[src/hdl/pft_pkg.sv]
`default_nettype none

package pft_pkg;

    localparam int CFG_W   = 11;
    localparam int ADDR_W  = 32;
    localparam int TYPE_W  = 3;
    localparam int MODE_W  = 2;
    localparam int STAT_W  = 3;
    localparam int COUNT_W = 11;

    localparam logic [MODE_W-1:0] MODE_ADD   = 2'd0;
    localparam logic [MODE_W-1:0] MODE_MARK  = 2'd1;
    localparam logic [MODE_W-1:0] MODE_GET   = 2'd2;
    localparam logic [MODE_W-1:0] MODE_COUNT = 2'd3;

    localparam logic [STAT_W-1:0] STAT_OK        = 3'd0;
    localparam logic [STAT_W-1:0] STAT_FULL      = 3'd1;
    localparam logic [STAT_W-1:0] STAT_UNTRACKED = 3'd2;
    localparam logic [STAT_W-1:0] STAT_OOM       = 3'd3;
    localparam logic [STAT_W-1:0] STAT_CORRUPT   = 3'd4;

    localparam logic [TYPE_W-1:0] TYPE_FREE = 3'd0;

    typedef struct packed {
        logic [MODE_W-1:0] mode;
        logic [ADDR_W-1:0] frame_addr;
        logic [TYPE_W-1:0] page_type;
        logic [ADDR_W-1:0] max_addr;
    } pft_in_t;

    typedef struct packed {
        logic [STAT_W-1:0]  status;
        logic [ADDR_W-1:0]  found_addr;
        logic [COUNT_W-1:0] free_count;
    } pft_out_t;

    typedef struct packed {
        logic clear;
        logic load;
        logic start;
        logic restart;
        logic scan;
        logic finish;
    } pft_cmd_t;

    typedef struct packed {
        logic clear_last;
        logic n_zero;
        logic hit;
        logic scan_end;
        logic retry;
        logic out_busy;
    } pft_sts_t;

endpackage

`default_nettype wire

[src/hdl/pft_ctrl.sv]
`default_nettype none

module pft_ctrl
    import pft_pkg::*;
(
    input  wire logic     aclk,
    input  wire logic     aresetn,
    input  wire logic     s_valid,
    output logic          s_ready,
    input  wire pft_sts_t sts,
    output pft_cmd_t      cmd
);

    localparam logic [2:0] S_CLEAR  = 3'd0;
    localparam logic [2:0] S_IDLE   = 3'd1;
    localparam logic [2:0] S_START  = 3'd2;
    localparam logic [2:0] S_SCAN   = 3'd3;
    localparam logic [2:0] S_FINISH = 3'd4;

    logic [2:0] state_reg;
    logic [2:0] state_next;

    always_ff @(posedge aclk) begin
        if (!aresetn) begin
            state_reg <= S_CLEAR;
        end else begin
            state_reg <= state_next;
        end
    end

    always_comb begin
        state_next = state_reg;
        cmd        = '0;
        s_ready    = 1'b0;
        unique case (state_reg)
            S_CLEAR: begin
                cmd.clear = 1'b1;
                if (sts.clear_last) begin
                    state_next = S_IDLE;
                end
            end
            S_IDLE: begin
                s_ready = 1'b1;
                if (s_valid) begin
                    cmd.load   = 1'b1;
                    state_next = S_START;
                end
            end
            S_START: begin
                cmd.start  = 1'b1;
                state_next = sts.n_zero ? S_FINISH : S_SCAN;
            end
            S_SCAN: begin
                cmd.scan = 1'b1;
                if (sts.hit) begin
                    state_next = S_FINISH;
                end else if (sts.scan_end) begin
                    // add-free wraps once to slot 0 after the first pass
                    if (sts.retry) begin
                        cmd.restart = 1'b1;
                    end else begin
                        state_next = S_FINISH;
                    end
                end
            end
            S_FINISH: begin
                if (!sts.out_busy) begin
                    cmd.finish = 1'b1;
                    state_next = S_IDLE;
                end
            end
            default: begin
                state_next = S_CLEAR;
            end
        endcase
    end

endmodule

`default_nettype wire

[config.mk]
export PLATFORM = sky130hd
export DESIGN_NAME = pft_ctrl
export DESIGN_NICKNAME = d
export VERILOG_FILES = /design/src/hdl/pft_pkg.sv /design/src/hdl/pft_ctrl.sv
export SDC_FILE = /design/constraint.sdc
export NUM_CORES = 1
export LEC_CHECK = 0
export CORE_AREA = 3 3 40 42
export DETAILED_ROUTE_END_ITERATION = 10
export DIE_AREA = 0 0 43 45
export DONT_BUFFER_PORTS = 1
export SLEW_MARGIN = 20
export SYNTH_ARGS = -nofsm -noshare
export SYNTH_HDL_FRONTEND = slang
export SYNTH_SLANG_ARGS = --single-unit
[constraint.sdc]
create_clock -name aclk -period 2.4 [get_ports aclk]
set_clock_uncertainty 0.2 [all_clocks]
set_input_delay 0 -clock aclk [delete_from_list [all_inputs] [get_ports aclk]]
set_output_delay 0 -clock aclk [all_outputs]
set_load 0.01 [all_outputs]
==> impl_results.md, run 1 <==
- Post-synth EDFFs: 0
- Seq/Total Area, Yosys: 22.5%
- Iteration-0 DRC Markers: 3
- Measured slew at the worst slew-check pin: 0.456 ns
- Area grow syn2layout: 45.5%
- MaxCap Viol Count: 0
- Clock Path Buffers: 2
- I/O Buffers: 0
- Top cell type's share of synthesized area: 22.5%
- Finished Cell Area: 388 um2
- Seq pwr share: 32.4%
- Later-pin clock latency in the skew report: 0.23 ns
- Syn nets: 40
- Post-DP Area: 262 um2
- Cell row count: 13
- Vias/cell: 4.56
- Comb power frac: 22.7%
- CTS resizes: 0
- Yosys Warn Count: 0
- Peak Freq: 501 MHz
- DRC errors left: 0
- Vias in the first global route: 256
- Clock network power share: 44.9%
- Setup CP Type: reg -> reg
- Sw Share: 26.6%
- Largest area contributor in the netlist: dfxtp_1
- Syn avg cell area: 8.60 um2
- Mapped Area: 267 um2
- WL met3: 64 um
- FILL cells: 139
- Initial Utilization: 20.7%
- Layout cells sized above 1: 14.3%
- Most instantiated cells after synthesis: dfxtp_1, nor3_1, inv_1, nor3b_1
- Leakage power: 0.000148 uW
- Pwr dens: 503 nW/um2
- Routability cong.: 0.683
- Routed via count: 260
- Gr ovfl total: 0
- First-pass GRT wire length: 1120 um
- CTS buffer count: 3
- Routed wl met2: 327 um
- CTS tree: built
- Min cycle time layout: 1.99 ns
- Clock transition at path regs: 0.04 ns
- Root Buffer: clkbuf_4
- Setup WS pre-CTS: 0.868 ns
- Routed length per instance: 12.1 um
- H-tree depth: 1
- Psw: 51.9 uW
- Dpl hpwl: 460 um
- Outcome: finished clean
- Largest register FFs: 3
- Die area: 1940 um2
- Tightest Hold Check Type: in -> out
- RSZ-0062 raised after global routing: false
- Pint: 143 uW
- Asr flop ratio synth: 0%
- Worst setup EP type: flop
- Pwr Total: 195 uW
- Hold Vio Cnt, Final: 0
- Yosys reg bits: 3
- Core ar.: 1280 um2
- Top layer in use: met3
- Number of setup violations in the final report: 0
- Required time of the critical path: 2.36 ns
- Total GRT Usage: 8.24%
- Post-Syn Instances: 31
- Pins over their slew limit: 0
- Finished Core Util: 30.2%
- Final worst-path cycle share: 83.1%
- Ys flop type: dfxtp_1
- Post-route antenna net violation count: 0
- Final nets: 52
- Largest net degree at the start of global routing: 13
- CTS Sinks: 3
- Post-synthesis cell type count: 25
- Top cells by area, synth: dfxtp_1, nor3_1, nor3b_1
- Die height: 45 um
- Initial antenna violation count: 0
- Chip width: 43 um
- Peak VDD IR: 0.000198 V
- Post-Route WL: 689 um
- DR pass1 iterations: 4
- Final worst slack: 0.405 ns
- M1 WL: 296 um
- Crit Path Max Fanout: 12
- IO Pins: 16
- Startpoint types: flop
- Setup TNS: 0 ns
- CP arrival: 1.96 ns
- Max-slew headroom: 69.5%
- Antenna Cells: 0
worst paths after layout:
kind	depth (start not counted)	slack, ns	from	to
worst min-delay path	2	0.23	sts[3]	cmd[2]
worst max register to register	4	0.41	state_reg[1]	state_reg[1]
worst max-delay path	4	0.41	state_reg[1]	state_reg[1]
worst min register to register	1	0.53	state_reg[2]	state_reg[2]
power by group through the flow:
| stage | Sequential (uW) | Clock (uW) | Combinational, uW |
|---|---|---|---|
| after floorplan | 55.9 | 0 | 36.5 |
| after global placement | 63.5 | 0 | 29.2 |
| after detailed placement | 64.0 | 0 | 29.4 |
| after CTS | 63.1 | 93.7 | 44.7 |
| after global routing | 64.5 | 95.4 | 49.3 |
| final | 63.3 | 87.7 | 44.3 |
critical path, cell delays in order, from the launching register on:
cell and delay, ns:
dfxtp_1 0.50, or3b_1 0.38, a21o_1 0.15, dlygate4sd3_1 0.55, a21oi_1 0.14
routing by layer:
layer  up-vias  GRT usage (%)
met5         -              0
met3         0           4.78
met2         8           12.0
met1       116           9.16
met4         0           5.42
li1        136              -
cells in the final DEF, fill, tap and decap left out:
| cell | count |
|---|---|
| o21ai_2 | 1 |
| clkbuf_1 | 1 |
| a21o_1 | 1 |
| o21ai_0 | 1 |
| and3b_1 | 1 |
| o21a_1 | 1 |
| nor3b_1 | 2 |
| and3_4 | 1 |
| inv_1 | 2 |
| clkbuf_4 | 3 |
| dlygate4sd3_1 | 10 |
| and3_1 | 1 |
| nor3_1 | 3 |
| or3b_1 | 1 |
| nor2_1 | 1 |
| or2b_1 | 1 |
| dfxtp_1 | 3 |
| nand2b_1 | 1 |
| o32a_1 | 1 |
| a21oi_1 | 1 |
| nand3b_1 | 1 |
| a32o_1 | 1 |
| and4bb_1 | 1 |
| and2_1 | 1 |
| a211oi_2 | 1 |
through the flow:
step                instances  hold WS [ns]
floorplan                  31       -0.0556
global placement           43       -0.0500
detailed placement         43       -0.0513
CTS                        57         0.230
global route               57         0.242
finish                     57         0.226
repair_timing:
action | CTS | global route
hold buffers | 10 | 0
endpoints found under the hold margin | 6 | 0
buffers inserted | 0 | 0
logic make-up (layout without fill, tap and decap cells):
| group | Yosys count | count (layout) | synth area share [%] |
|---|---|---|---|
| and+or+nand+nor | 15 | 15 | 40.8 |
| AOI/OAI and AO/OA | 8 | 8 | 24.9 |
| DFF | 3 | 3 | 22.5 |
| buffers and inverters | 5 | 16 | 11.7 |
final cells by class:
class	count	area, um2	share of cell area, %
Multi-Input combinational cell	23	175	45.2
Timing Repair Buffer	10	100	25.8
Sequential cell	3	60.1	15.5
Clock buffer	4	26.3	6.77
Tap cell	15	18.8	4.84
Inverter	2	7.51	1.94
No activity file was read; power rests on OpenSTA's default activity.
==> run 2, diff against run 1 <==
Clock period 2.4 ns to 2.1 ns, I/O delays scaled along.
==> impl_results.md, run 2 (synthesized netlist as in run 1, its figures left out) <==
- Outcome: finished clean
- Peak Freq: 501 MHz
- Met3 Use GR: 3.59%
- Final worst slack: 0.103 ns
- Pwr dens: 574 nW/um2
- Post-Route WL: 648 um
- I/O Buffers: 0
- IO Pins: 16
- Leading cell type in the layout, fill and taps excluded: dlygate4sd3_1
- MaxCap Viol Count: 0
- Startpoint types: flop
- Clock transition at path regs: 0.04 ns
- Clock Path Buffers: 2
- CTS tree: built
- Die area: 1940 um2
- Routed length per instance: 11.4 um
- Largest net degree at the start of global routing: 13
- Setup WS pre-CTS: 0.571 ns
- Finished Core Util: 30.3%
- First-pass GRT wire length: 1120 um
- CP arrival: 1.91 ns
- Area grow syn2layout: 46.0%
- Placed cell count: 43
- Tightest Hold Check Type: in -> out
- Number of setup violations in the final report: 0
- Chip width: 43 um
- Core ar.: 1280 um2
- DR pass1 iterations: 2
- Worst setup EP type: flop
- Total GRT Usage: 8.06%
- Final worst-path cycle share: 95.1%
- RSZ-0062 raised after global routing: false
- Setup TNS: 0 ns
- CTS buffer count: 3
- Routed via count: 269
- Layout cells sized above 1: 16.7%
- Initial antenna violation count: 0
- Antenna Cells: 0
- Leakage power: 0.000154 uW
- Routability cong.: 0.629
- GR Layer Usage met1: 8.87%
- Peak VDD IR: 0.000170 V
- Root Buffer: clkbuf_4
- Post-route antenna net violation count: 0
- Pins over their slew limit: 0
- Setup Buffers After CTS: 0
- Non-Filler Instances: 57
- Die height: 45 um
- Max-slew headroom: 70.7%
- CTS Sinks: 3
- Measured slew at the worst slew-check pin: 0.439 ns
- Vias in the first global route: 276
- Setup CP Type: reg -> reg
- Vias/cell: 4.72
- DRC errors left: 0
- Most frequent cells in the layout: dlygate4sd3_1, nor3_1, clkbuf_4
- Initial Utilization: 20.7%
- H-tree depth: 1
- Required time of the critical path: 2.01 ns
- Crit Path Max Fanout: 12
- Final nets: 52
- Later-pin clock latency in the skew report: 0.23 ns
- Pwr Total: 224 uW
- Cell row count: 13
- M2 GR Usage: 12.6%
- GRT busiest layer: met2
- Dpl hpwl: 425 um
- Min cycle time layout: 2.00 ns
- Gr ovfl total: 0
- Hold Vio Cnt, Final: 0
- Iteration-0 DRC Markers: 5
- Largest register FFs: 3
-- run 2: repair_timing --
item,CTS,global route
resized for setup,0,1
setup endpoints to repair,0,1
hold buffers,10,0
hold endpoints to repair,6,0
-- run 2: path summary, 6_finish.rpt --
path                start      endpoint  slack [ns]  cells after the start
max          state_reg[2]  state_reg[2]        0.10                      4
min                sts[3]        cmd[2]        0.22                      2
max reg2reg  state_reg[2]  state_reg[2]        0.10                      4
min reg2reg  state_reg[2]  state_reg[1]        0.45                      2
-- run 2: metal layers --
| layer | up-vias | share of wire [%] |
|---|---|---|
| met1 | 124 | 42 |
| li1 | 137 | - |
| met4 | 0 | 0 |
| met3 | 0 | 7.4 |
| met2 | 8 | 50 |
| met5 | - | 0 |
-- run 2: layout make-up --
class,instances,area [um2]
multi-input combinational,23,175
tap,15,18.8
timing repair buffer,10,100
inverter,2,7.51
clock buffer,4,26.3
fill,143,896
sequential,3,61.3
-- run 2: where the power goes --
part / internal [uW] / switching (uW)
registers: 61.7 / 10.8
clock network: 71.3 / 31.3
logic: 29.3 / 19.2
-- run 2: metrics by stage --
stage	instance area [um2]	hold WS [ns]
2_1_floorplan	267	-0.0556
3_5_place_dp	262	-0.0513
5_1_grt	389	0.250
3_3_place_gp	262	-0.0500
4_1_cts	388	0.228
6_report	389	0.223
-- run 2: critical path, stage by stage, from the launching register on --
cell and delay [ns]:
dfxtp_2 0.43, or2b_1 0.26, and3_4 0.18, a32o_1 0.25, dlygate4sd3_1 0.56
